$ cat config.mk
export PLATFORM = sky130hd
export DESIGN_NAME = life_generation_row_engine_top_flat
export DESIGN_NICKNAME = d
export VERILOG_FILES = /design/src/design/lgr_pkg.sv /design/src/design/lgr_stream_if.sv /design/src/design/lgr_cell_lane.sv /design/src/design/lgr_row_unit.sv /design/src/design/lgr_out_queue.sv /design/src/design/life_generation_row_engine_top.sv /design/src/flat_wrapper.sv
export SDC_FILE = /design/constraint.sdc
export NUM_CORES = 1
export LEC_CHECK = 0
export ABC_AREA = 1
export BUFFER_PORTS_ARGS = -buffer_cell sky130_fd_sc_hd__buf_4
export CORE_MARGIN = 8
export CORE_UTILIZATION = 45
export DETAILED_ROUTE_END_ITERATION = 16
export GPL_TIMING_DRIVEN = 0
export HOLD_SLACK_MARGIN = 0.03
export PLACE_DENSITY_LB_ADDON = 0.08
export SLEW_MARGIN = 10
export SYNTH_ARGS = -nofsm -noshare
export SYNTH_HDL_FRONTEND = slang
export SYNTH_HIERARCHICAL = 1
export SYNTH_SLANG_ARGS = --single-unit
$ cat constraint.sdc
create_clock -name clk -period 9.9 [get_ports clk]
set_clock_uncertainty 0.15 [all_clocks]
set_input_delay 0.99 -clock clk [delete_from_list [all_inputs] [get_ports clk]]
set_output_delay 0.99 -clock clk [all_outputs]
set_load 0.02 [all_outputs]
$ cat src/design/lgr_pkg.sv
// Shared types and constants for the Life generation row engine.
// No dependencies; every other file imports this package.
`default_nettype none

package lgr_pkg;

  // Field width of one row on the channels, and the live part of it
  localparam int ROW_W      = 64;
  localparam int GRID_WIDTH = 64;

  // B3/S23 neighbor counts
  localparam int NBR_W         = 4;
  localparam int BIRTH_COUNT   = 3;
  localparam int SURVIVE_COUNT = 2;

  // Result queue geometry
  localparam int Q_PTR_W = 2;
  localparam int Q_DEPTH = 1 << Q_PTR_W;
  localparam int Q_CNT_W = Q_PTR_W + 1;

  typedef logic [ROW_W-1:0] row_t;

  // One finished result row
  typedef struct packed {
    row_t cells;
    logic frame_end;
  } lgr_result_t;

  // Pushes into the result queue for one accepted row
  typedef struct packed {
    logic        push_a;
    lgr_result_t entry_a;
    logic        push_b;
    lgr_result_t entry_b;
  } lgr_push_t;

endpackage

`default_nettype wire

$ cat src/design/lgr_stream_if.sv
// Valid/ready channel interfaces for the row input and the result output.
// Depends on lgr_pkg for the row type.
`default_nettype none

interface lgr_row_in_if import lgr_pkg::*; ();
  logic valid;
  logic ready;
  row_t row_cells;
  logic last_row;

  modport source (output valid, output row_cells, output last_row, input ready);
  modport sink   (input valid, input row_cells, input last_row, output ready);
endinterface

interface lgr_row_out_if import lgr_pkg::*; ();
  logic valid;
  logic ready;
  row_t next_row_cells;
  logic frame_end;

  modport source (output valid, output next_row_cells, output frame_end, input ready);
  modport sink   (input valid, input next_row_cells, input frame_end, output ready);
endinterface

`default_nettype wire

$ cat src/design/lgr_cell_lane.sv
// One cell lane: counts the eight neighbors and applies rule B3/S23.
// Depends on lgr_pkg for the count constants.
`default_nettype none

module lgr_cell_lane
  import lgr_pkg::*;
(
  input  wire logic [2:0] up_win,
  input  wire logic [2:0] mid_win,
  input  wire logic [2:0] down_win,
  output logic            next_cell
);

  logic [NBR_W-1:0] nbr_count;

  // Sum the neighbors; the center of mid_win is the cell itself
  always_comb begin
    nbr_count = NBR_W'(up_win[0]) + NBR_W'(up_win[1]) + NBR_W'(up_win[2])
              + NBR_W'(mid_win[0]) + NBR_W'(mid_win[2])
              + NBR_W'(down_win[0]) + NBR_W'(down_win[1]) + NBR_W'(down_win[2]);
    next_cell = (nbr_count == NBR_W'(BIRTH_COUNT))
             || ((nbr_count == NBR_W'(SURVIVE_COUNT)) && mid_win[1]);
  end

endmodule

`default_nettype wire

$ cat src/design/lgr_row_unit.sv
// Next generation of one row: one cell lane per grid column, merged into a row.
// Depends on lgr_pkg and lgr_cell_lane.
`default_nettype none

module lgr_row_unit
  import lgr_pkg::*;
(
  input  wire row_t up_row,
  input  wire row_t mid_row,
  input  wire row_t down_row,
  output row_t      next_row
);

  // Pad each row with a dead cell on both sides of the grid
  logic [GRID_WIDTH+1:0] up_pad;
  logic [GRID_WIDTH+1:0] mid_pad;
  logic [GRID_WIDTH+1:0] down_pad;
  logic [GRID_WIDTH-1:0] lane_out;

  assign up_pad   = {1'b0, up_row[GRID_WIDTH-1:0], 1'b0};
  assign mid_pad  = {1'b0, mid_row[GRID_WIDTH-1:0], 1'b0};
  assign down_pad = {1'b0, down_row[GRID_WIDTH-1:0], 1'b0};

  for (genvar i = 0; i < GRID_WIDTH; i++) begin : g_lane
    lgr_cell_lane u_lane (
      .up_win   (up_pad[i+2:i]),
      .mid_win  (mid_pad[i+2:i]),
      .down_win (down_pad[i+2:i]),
      .next_cell(lane_out[i])
    );
  end

  // Merge lane outputs; columns beyond the grid stay dead
  if (GRID_WIDTH < ROW_W) begin : g_pad_out
    assign next_row = {{(ROW_W-GRID_WIDTH){1'b0}}, lane_out};
  end else begin : g_full_out
    assign next_row = lane_out;
  end

endmodule

`default_nettype wire

$ cat src/design/lgr_out_queue.sv
// Result queue: takes up to two result rows per cycle, sends one per beat.
// Depends on lgr_pkg and lgr_row_out_if.
`default_nettype none

module lgr_out_queue
  import lgr_pkg::*;
(
  input  wire logic      clk,
  input  wire logic      rst_n,
  input  wire lgr_push_t push,
  output logic           room_for_two,
  lgr_row_out_if.source  out_res
);

  lgr_result_t        mem [Q_DEPTH];
  logic [Q_PTR_W-1:0] wr_ptr_r, wr_ptr_nxt;
  logic [Q_PTR_W-1:0] rd_ptr_r, rd_ptr_nxt;
  logic [Q_CNT_W-1:0] count_r, count_nxt;
  logic [Q_PTR_W-1:0] wr_ptr_b;
  logic               pop;

  assign pop          = out_res.valid && out_res.ready;
  assign room_for_two = count_r <= Q_CNT_W'(Q_DEPTH - 2);
  assign wr_ptr_b     = wr_ptr_r + Q_PTR_W'(push.push_a);

  // Advance pointers and occupancy
  always_comb begin
    wr_ptr_nxt = wr_ptr_r + Q_PTR_W'(push.push_a) + Q_PTR_W'(push.push_b);
    rd_ptr_nxt = rd_ptr_r + Q_PTR_W'(pop);
    count_nxt  = count_r + Q_CNT_W'(push.push_a) + Q_CNT_W'(push.push_b)
               - Q_CNT_W'(pop);
  end

  always_ff @(posedge clk) begin
    if (!rst_n) begin
      wr_ptr_r <= '0;
      rd_ptr_r <= '0;
      count_r  <= '0;
    end else begin
      wr_ptr_r <= wr_ptr_nxt;
      rd_ptr_r <= rd_ptr_nxt;
      count_r  <= count_nxt;
    end
  end

  // Store entries; the earlier row goes in first
  always_ff @(posedge clk) begin
    if (push.push_a) begin
      mem[wr_ptr_r] <= push.entry_a;
    end
    if (push.push_b) begin
      mem[wr_ptr_b] <= push.entry_b;
    end
  end

  // Present the head entry
  assign out_res.valid          = count_r != '0;
  assign out_res.next_row_cells = mem[rd_ptr_r].cells;
  assign out_res.frame_end      = mem[rd_ptr_r].frame_end;

endmodule

`default_nettype wire

$ cat src/design/life_generation_row_engine_top.sv
// Top level of the Life generation row engine (rule B3/S23, rows in raster order).
// Depends on lgr_pkg, the stream interfaces, lgr_row_unit and lgr_out_queue.
//
//   channel   direction  payload                          handshake
//   in_row    sink       row_cells[63:0], last_row        valid/ready
//   out_res   source     next_row_cells[63:0], frame_end  valid/ready
//
// A row is taken in the cycle it arrives, one row per cycle; its results
// (none, one, or two on a frame's last row) enter a four-entry result queue
// in the same cycle and leave one per beat from the next cycle on. Input is
// held off only while the queue has fewer than two free entries.
// Synchronous active-low reset clears the stored rows and the queue.
`default_nettype none

module life_generation_row_engine_top
  import lgr_pkg::*;
(
  input  wire logic     clk,
  input  wire logic     rst_n,
  lgr_row_in_if.sink    in_row,
  lgr_row_out_if.source out_res
);

  row_t             row_above_r, row_above_nxt;
  row_t             row_middle_r, row_middle_nxt;
  logic [1:0]       rows_seen_r, rows_seen_nxt;
  row_t             row_in;
  row_t             up_b;
  row_t             gen_a;
  row_t             gen_b;
  logic             accept;
  logic             room_for_two;
  logic             have_rows;
  lgr_push_t        push;

  assign in_row.ready = room_for_two;
  assign accept       = in_row.valid && in_row.ready;
  assign have_rows    = rows_seen_r != 2'd0;

  // Drop cells beyond the grid
  if (GRID_WIDTH < ROW_W) begin : g_mask
    assign row_in = {{(ROW_W-GRID_WIDTH){1'b0}}, in_row.row_cells[GRID_WIDTH-1:0]};
  end else begin : g_nomask
    assign row_in = in_row.row_cells;
  end

  // Finish the stored middle row, using the new row below it
  lgr_row_unit u_gen_a (
    .up_row  (row_above_r),
    .mid_row (row_middle_r),
    .down_row(row_in),
    .next_row(gen_a)
  );

  // Finish the frame's last row, with a dead row below
  assign up_b = have_rows ? row_middle_r : '0;

  lgr_row_unit u_gen_b (
    .up_row  (up_b),
    .mid_row (row_in),
    .down_row('0),
    .next_row(gen_b)
  );

  // Build the queue pushes for this beat
  always_comb begin
    push.push_a            = accept && have_rows;
    push.entry_a.cells     = gen_a;
    push.entry_a.frame_end = 1'b0;
    push.push_b            = accept && in_row.last_row;
    push.entry_b.cells     = gen_b;
    push.entry_b.frame_end = 1'b1;
  end

  // Shift the row window; clear it after the last row
  always_comb begin
    row_above_nxt  = row_above_r;
    row_middle_nxt = row_middle_r;
    rows_seen_nxt  = rows_seen_r;
    if (accept) begin
      if (in_row.last_row) begin
        row_above_nxt  = '0;
        row_middle_nxt = '0;
        rows_seen_nxt  = 2'd0;
      end else begin
        row_above_nxt  = up_b;
        row_middle_nxt = row_in;
        rows_seen_nxt  = (rows_seen_r == 2'd2) ? 2'd2 : rows_seen_r + 2'd1;
      end
    end
  end

  always_ff @(posedge clk) begin
    if (!rst_n) begin
      row_above_r  <= '0;
      row_middle_r <= '0;
      rows_seen_r  <= 2'd0;
    end else begin
      row_above_r  <= row_above_nxt;
      row_middle_r <= row_middle_nxt;
      rows_seen_r  <= rows_seen_nxt;
    end
  end

  lgr_out_queue u_queue (
    .clk         (clk),
    .rst_n       (rst_n),
    .push        (push),
    .room_for_two(room_for_two),
    .out_res     (out_res)
  );

endmodule

`default_nettype wire

$ cat src/flat_wrapper.sv
// flat-port wrapper written by rule: the top's interface ports become plain ports
module life_generation_row_engine_top_flat import lgr_pkg::*;
  (clk, rst_n, in_row_valid, in_row_row_cells, in_row_last_row, in_row_ready, out_res_valid, out_res_next_row_cells, out_res_frame_end, out_res_ready);
  lgr_row_in_if in_row_i ();
  lgr_row_out_if out_res_i ();
  input  wire logic clk;
  input  wire logic rst_n;
  input wire logic [$bits(in_row_i.valid)-1:0] in_row_valid;
  input wire logic [$bits(in_row_i.row_cells)-1:0] in_row_row_cells;
  input wire logic [$bits(in_row_i.last_row)-1:0] in_row_last_row;
  output wire logic [$bits(in_row_i.ready)-1:0] in_row_ready;
  output wire logic [$bits(out_res_i.valid)-1:0] out_res_valid;
  output wire logic [$bits(out_res_i.next_row_cells)-1:0] out_res_next_row_cells;
  output wire logic [$bits(out_res_i.frame_end)-1:0] out_res_frame_end;
  input wire logic [$bits(out_res_i.ready)-1:0] out_res_ready;
  assign in_row_i.valid = in_row_valid;
  assign in_row_i.row_cells = in_row_row_cells;
  assign in_row_i.last_row = in_row_last_row;
  assign in_row_ready = in_row_i.ready;
  assign out_res_valid = out_res_i.valid;
  assign out_res_next_row_cells = out_res_i.next_row_cells;
  assign out_res_frame_end = out_res_i.frame_end;
  assign out_res_i.ready = out_res_ready;
  life_generation_row_engine_top u_core (.clk(clk), .rst_n(rst_n), .in_row(in_row_i), .out_res(out_res_i));
endmodule
==> metrics.txt, run 1 <==
slowest stage cell, crit path=a21oi_1; mux share of post-synthesis cell area=0%; proportion of netlist area held by the largest area contributor=22.9%; die width=between 300 and 400 um; Synth area leaders=fa_1 (23%), inv_1 (18%), edfxtp_1 (17%), nand2_1 (11%), ha_1 (11%); H-tree levels=2; required time worst endpoint=just over 10000 ps; Area Overhead vs Synth=12.0%; CP peak stage delay=about 590 ps; Vias=approximately 36000; Finished Cell Area=50200 um^2; Max Cap Viol=0; GRT Total Usage=21.2%; post-synth cell types=23; Worst-path clk slew=roughly 60 ps; Hold Slack=321 ps; critical path's top delay family=adder cells; share of cells above drive strength 1=5.21%; first-pass GRT wire length=between 150 and 200 mm; dpl cells=roughly 7600; Fmax=0.195 GHz; Hold Fails Final Rpt=0; Root Driver=clkbuf_16; num rows=~120; die extent in y=332 um; Top Ports=136; Pwr Density=155 nW/um^2; final slew viol count=0; slew margin rel.=a little over a third; RSZ-0062 raised after global routing=false; Post-Syn Instances=5983; top-count cell post-synth=inv_1; Least-Margin Pin Slew=965 ps; crit path cell chain=inv_1 -> ha_1 -> buf_2 -> buf_2 -> nor2_1 -> inv_1 -> fa_1 -> fa_1 -> fa_1 -> inv_1 -> ha_1 -> fa_1 -> nand3_1 -> a21oi_1 -> nand3_1 -> nand2_1; TritonRoute pass-1 iters=8; setup bufs post-CTS=0; post-detailed-route wirelength per cell=15.1 um; post_cts resized=0; Core ar.=99400 um^2; largest family of logic cells by synthesized area=adder cells; leakage dissipation=around 26 nW; Total Nets Final=around 7400; Avg Cell Area, Syn=7.50 um^2; final std cells w/o fill=~7700; # diodes=0; Sequential Power Share=between 20% and 30%; Post-DP Area=48600 um^2; hold buffer count at CTS=0; clock share of power=a little under a quarter; CTS Buf Count=52; EDFF count, synth=260; Final setup viols=0; die area=110000 um^2; clock sinks=about 400; Synth Area in Adders=33.8%; drt drc=0; CTS tree=built; initial antenna violation count=1; Vias/cell=4.65; WL final=117 mm; Peak VDD IR=about 0.15 mV; Yosys reg bits=approximately 400; P_int=0.00435 W; critical path class=flip-flop to flip-flop; gr ovfl total=0; critical path buffer and inverter count=5; Compound-Gate Fraction of Synth Area=5.50%; post-synthesis instance area=roughly 45000 um^2; Final Cycle Share=around half; DP HPWL=91.2 mm; CP most frequent cell=fa_1; YS warnings=6; Initial Util=45.1%; Critical Path Fanout Max=10; CP Launch Type=flip-flop; setup tns final=0 ps; HP Class=flip-flop to flip-flop; outcome=complete, no violations; Psw=around 0.0034 W; vias in the first global route=35800; XOR/XNOR share of the synthesized area=0%; DRT antenna net count=0; synth cell count leaders=inv_1 (2133), nand2_1 (1310), nand3_1 (522); Main synth FF type=edfxtp_1; minimum clock period=around 5100 ps; largest net degree at the start of global routing=24; RD Place Congestion=0.807; Port Buffer Count=between 100 and 150; clk_lat worst skew=600 ps; fraction of registers with async set/reset=0%; Net Sw Frac=approximately 44%; CP Capture Type=flip-flop; Detailed Route Iter0 Violations=2007; Worst EP arrival=5440 ps; simple logic cell fraction of the synthesized area=17.4%; combinational share of power=49.4%; Longest Clk Path Bufs=3; Yosys top cell by area=fa_1; sequential fraction of the synthesis area=23.5%
==> layout make-up <==
| cell class | count | area (um^2) |
|---|---|---|
| Inverter | 2134 | 8010 |
| Tap cell | 1298 | 1620 |
| Clock buffer | 77 | 1460 |
| Timing Repair Buffer | 147 | 1290 |
| Fill cell | 9943 | 49200 |
| Buffer | 177 | 831 |
| Sequential cell | 397 | 10600 |
| Multi-Input combinational cell | 3481 | 26300 |
| Clock inverter | 19 | 174 |
==> through the flow <==
step / setup WS [ps] / util (%) / power, W
floorplan: 3030 / - / 0.00455
global placement: -1910 / 48.6 / 0.00589
detailed placement: 4750 / 48.9 / 0.00598
CTS: 4720 / 50.5 / 0.00785
global route: 4490 / 50.5 / 0.00841
finish: 4780 / 50.5 / 0.00777
==> worst paths after layout <==
| check | cells past startpoint | slack [ps] | endpoint | startpoint |
|---|---|---|---|---|
| worst min-delay path | 2 | 320 | u_core/rows_seen_r[1] | u_core/rows_seen_r[1] |
| worst max-delay path | 16 | 4780 | u_core/u_queue/mem[2][38] | u_core/rows_seen_r[0] |
| worst max register to register | 16 | 4780 | u_core/u_queue/mem[2][38] | u_core/rows_seen_r[0] |
| worst min register to register | 2 | 320 | u_core/rows_seen_r[1] | u_core/rows_seen_r[1] |
==> registers in the layout, summed over array words and instances (netlist names) <==
| register | cells |
|---|---|
| u_core/row_above_r | 64 |
| u_core/row_middle_r | 64 |
| u_core/rows_seen_r | 2 |
| u_core/u_queue/count_r | 3 |
| u_core/u_queue/mem | 260 |
| u_core/u_queue/rd_ptr_r | 2 |
| u_core/u_queue/wr_ptr_r | 2 |
==> cell usage in the layout (no fill, tap or decap), drive strengths merged <==
master / instances
buf: 264
inv: 2134
o21ai: 70
edfxtp: 260
bufinv: 3
clkbuf: 137
o211ai: 65
ha: 391
fa: 514
nand2: 1311
nand3: 522
nor2: 72
a31o: 1
and2: 1
dfxtp: 137
conb: 210
clkinv: 16
a21oi: 324
==> power groups by stage <==
stage	registers [W]	logic [W]	clock network, W
after floorplan	0.00211	0.00244	0
after global placement	0.00214	0.00374	0
after detailed placement	0.00211	0.00387	0
after CTS	0.00208	0.00388	0.00189
after global routing	0.00209	0.00437	0.00195
final	0.00208	0.00384	0.00185
==> worst reg2reg max path, stage by stage, from the launching register on <==
cell	delay [ps]
dfxtp_1	320
inv_1	60
ha_1	200
buf_2	330
buf_2	310
nor2_1	360
inv_1	120
fa_1	510
fa_1	460
fa_1	490
inv_1	50
ha_1	200
fa_1	490
nand3_1	70
a21oi_1	590
nand3_1	160
nand2_1	100
==> layer usage <==
metal,vias up,GRT usage (%),wire (um)
met4,2,5.26,2770
li1,18100,-,-
met3,141,2.54,5560
met2,708,35.8,54200
met5,-,0,13
met1,17000,29.0,54100
==> kinds of logic (layout without fill, tap and decap cells) <==
logic type / after synthesis / in the layout
flops: 397 / 397
buf+inv: 2311 / 2554
other cells: 4 / 210
compound gates: 460 / 460
fa+ha+maj: 905 / 905
simple gates: 1906 / 1906
No activity file was read; power rests on OpenSTA's default activity.
==> run 2, diff against run 1 <==
- ABC_AREA: 1 -> 0
- clock period: 9.9 -> 4.5 ns (I/O delays scaled with it)
==> run 2 against run 1 <==
Compared with the run above: setup slack got worse by 4700 ps; critical endpoint is now u_core/u_queue/mem[2][39]; global-route usage decreased by 1.9 points; hold slack worse by 190 ps; wire length fell by 11%; synthesized cell count down 31%; via count decreased by 19%.
==> metrics.txt, run 2 <==
CP peak stage delay=510 ps (-80 ps); DRT antenna net count=0 (unchanged); R2R depth=15 (-1); post-synth cell types=44 (+91%); Final Core Density=51.9% (+1.4 points); GRT Total Usage=19.3% (-1.9 points); Post-Syn Instances=4157 (-31%); Psw=0.00624 W (+83%); drt drc=0 (unchanged); clock share of power=25.1% (+1.2 points); die width=329 um (-0.85%); leakage dissipation=24.3 nW (-4.8%); P_int=0.0105 W (+140%); Area Overhead vs Synth=15.0%; Root Driver=clkbuf_16; Longest Clk Path Bufs=3 (unchanged); TritonRoute pass-1 iters=6 (-2); Worst EP arrival=4700 ps (-740 ps); Reg area=10600 um^2 (about the same); critical path's top delay family=adder cells; CTS tree=built; Critical Path Fanout Max=6 (-4); Fmax=0.228 GHz (+17%); vias in the first global route=30200 (-16%); biggest regs=u_core/u_queue/mem (260), u_core/row_above_r (64), u_core/row_middle_r (64); final slew viol count=0 (unchanged); die extent in y=329 um (-0.85%); outcome=complete, no violations; RD Place Congestion=0.783 (-3.0%); required time worst endpoint=4810 ps (-5410 ps); commonest non-fill, non-tap cells in the layout=inv_1 (1412), fa_1 (495), ha_1 (387); CTS Buf Count=51 (-1.9%); Pwr Density=331 nW/um^2 (+110%); hold path startpoint=in_row_row_cells[0]; largest register by flop count=u_core/u_queue/mem; commonest non-fill, non-tap cell in the layout=inv_1; die area=108000 um^2 (-1.7%); max reg flops=260 (unchanged); Port Buffer Count=134 (-0.74%); post-detailed-route wirelength per cell=17.6 um (+17%); Post-DP Area=47900 um^2 (-1.5%); clk_lat worst skew=600 ps (about the same); first-pass GRT wire length=166 mm (-12%); slowest stage cell, crit path=fa_1; Final setup viols=0 (unchanged); Yosys reg bits=397 (unchanged); hold depth=3 (+1); WL final=104 mm (-11%); Yosys top cell by area=fa_1; Net Sw Frac=37.2% (-6.8 points); fraction of registers with async set/reset=0% (unchanged); slew margin rel.=36.7% (+1.0 points); share of cells above drive strength 1=18.7% (+13 points); YS warnings=6 (unchanged); Main synth FF type=edfxtp_1; HP Class=input pin to flip-flop; gr ovfl total=0 (unchanged); H-tree levels=2 (unchanged); critical path buffer and inverter count=5 (unchanged); sequential fraction of the synthesis area=23.9% (+0.42 points); top-count cell post-synth=inv_1; Least-Margin Pin Slew=950 ps (-15.3 ps); r2r endpoint=u_core/u_queue/mem[2][39]; post-synthesis instance area=44100 um^2 (-1.8%); Peak VDD IR=0.292 mV (+100%); Avg Cell Area, Syn=10.6 um^2 (+41%); Top Ports=136 (unchanged); Detailed Route Iter0 Violations=1175 (-41%); Core ar.=97700 um^2 (-1.7%); Worst Hold Path EP=u_core/row_middle_r[0]; multi-input logic area=29100 um^2 (+11%); Vias=28900 (-19%); critical path class=flip-flop to flip-flop; proportion of netlist area held by the largest area contributor=23.3% (+0.41 points); combinational share of power=47.3% (-2.1 points); largest net degree at the start of global routing=36 (+50%); Sequential Power Share=27.6% (+0.9 points); minimum clock period=4380 ps (-738 ps); EDFF count, synth=260 (unchanged); Max Cap Viol=0 (unchanged); CP Launch Type=flip-flop; Hold Fails Final Rpt=0 (unchanged); Reg-to-Reg Start=u_core/rows_seen_r[1]; setup tns final=0 ps (unchanged); Initial Util=45.1% (about the same); CP Capture Type=flip-flop; Total Nets Final=5557 (-25%); Worst-path clk slew=60 ps (about the same); Filler cells=9012 (-9.4%); DP HPWL=78.7 mm (-14%); RSZ-0062 raised after global routing=true; Final Cycle Share=97.4% (+46 points); crit path cell chain=inv_2 -> ha_4 -> clkbuf_16 -> buf_16 -> nor2b_4 -> inv_1 -> fa_1 -> fa_1 -> fa_1 -> inv_1 -> ha_2 -> fa_2 -> or2_4 -> a211oi_4 -> mux2_4; clock sinks=397 (unchanged); initial antenna violation count=6 (+5); worst reg-to-reg setup slack=120 ps (-4660 ps); CP most frequent cell=fa_1; Synth area leaders=fa_1 (23%), edfxtp_1 (18%), inv_1 (12%), ha_1 (11%), dfxtp_1 (6.2%); Finished Cell Area=50700 um^2 (+0.94%); num rows=115 (-0.86%); synth cell count leaders=inv_1 (1417), fa_1 (514), ha_1 (391); Vias/cell=4.89 (+5.3%)
run 2: cell types whose count changed after synthesis, moves of 66 or more:
cell,previous run,this run
and4b_1,0,66
nand3b_1,0,85
nand3_1,522,43
o21a_1,0,66
nor2_1,70,3
inv_1,2133,1417
o211a_1,0,85
a21oi_1,324,86
or2_1,0,85
nand2_1,1310,2
mux2_2,0,182
a211oi_2,0,85
mux2_4,0,78
run 2: worst reg2reg max path, stage by stage, from the launching register on:
cell and delay, ps:
dfxtp_2 330, inv_2 50, ha_4 190, clkbuf_16 200
buf_16 180, nor2b_4 130, inv_1 60, fa_1 470
fa_1 510, fa_1 500, inv_1 40, ha_2 180
fa_2 380, or2_4 270, a211oi_4 370, mux2_4 220
run 2: worst max-delay path by stage:
stage,startpoint,to,slack (ps),cells after the start
6_report,u_core/rows_seen_r[1],u_core/u_queue/mem[2][39],120,15
5_1_grt,u_core/rows_seen_r[0],u_core/u_queue/mem[2][32],-30,15
4_1_cts,u_core/rows_seen_r[0],u_core/u_queue/mem[3][43],-30,15
3_5_place_dp,u_core/rows_seen_r[0],u_core/u_queue/mem[0][5],-840,15
3_3_place_gp,u_core/u_queue/count_r[1],u_core/u_queue/mem[3][49],-4170,8
2_1_floorplan,u_core/u_queue/count_r[1],u_core/u_queue/mem[2][0],-220,8
run 2: layout make-up:
type	instances	share of cell area (%)
buffer	114	1.77
timing repair buffer	165	3.02
inverter	1417	10.5
tap	1287	3.18
multi-input combinational	2437	57.3
antenna	6	0.0296
clock buffer	75	2.94
clock inverter	20	0.429
sequential	397	20.8
run 2: timing repair:
item                       4_1_cts  5_1_grt
setup buffers                    3        8
resized for setup              113      139
hold buffers                     1        0
hold endpoints to repair         7        0
gates cloned                     1        5
pin swaps                       11       37
setup endpoints to repair      286      287
run 2: cell families (layout without fill, tap and decap cells):
family | after synthesis | count (layout) | synth area share [%]
other | 4 | 216 | 0.0340
xor gates and xnor gates | 4 | 4 | 0.0965
DFF | 397 | 397 | 23.9
AOI/OAI and AO/OA | 586 | 588 | 10.6
adders and majority gates | 905 | 905 | 34.4
and+or+nand+nor | 405 | 405 | 6.43
muxes | 325 | 325 | 10.6
buffers and inverters | 1531 | 1791 | 13.9
run 2: stage by stage:
step / setup slack, ps / total power, W / hold slack (ps) / std cells
after floorplan: -222 / 0.00991 / 314 / 4363
after global placement: -4170 / 0.0121 / 343 / 5784
after detailed placement: -837 / 0.0123 / 347 / 5799
after CTS: -26.4 / 0.0168 / 94.6 / 5899
after global routing: -27.3 / 0.0180 / 133 / 5913
final: 115 / 0.0168 / 134 / 5918
run 2: layer usage:
metal	routed length, um	GRT usage, %	vias to the layer above
met5	23	0	-
met2	50100	33.0	376
li1	-	-	14000
met4	2380	4.51	4
met3	4480	2.75	115
met1	47100	26.0	14500
run 2: power groups by stage:
stage / sequential (W) / clock [W] / combinational, W
after floorplan: 0.00463 / 0 / 0.00528
after global placement: 0.00472 / 0 / 0.00742
after detailed placement: 0.00470 / 0 / 0.00759
after CTS: 0.00463 / 0.00433 / 0.00781
after global routing: 0.00467 / 0.00447 / 0.00891
final: 0.00463 / 0.00421 / 0.00795
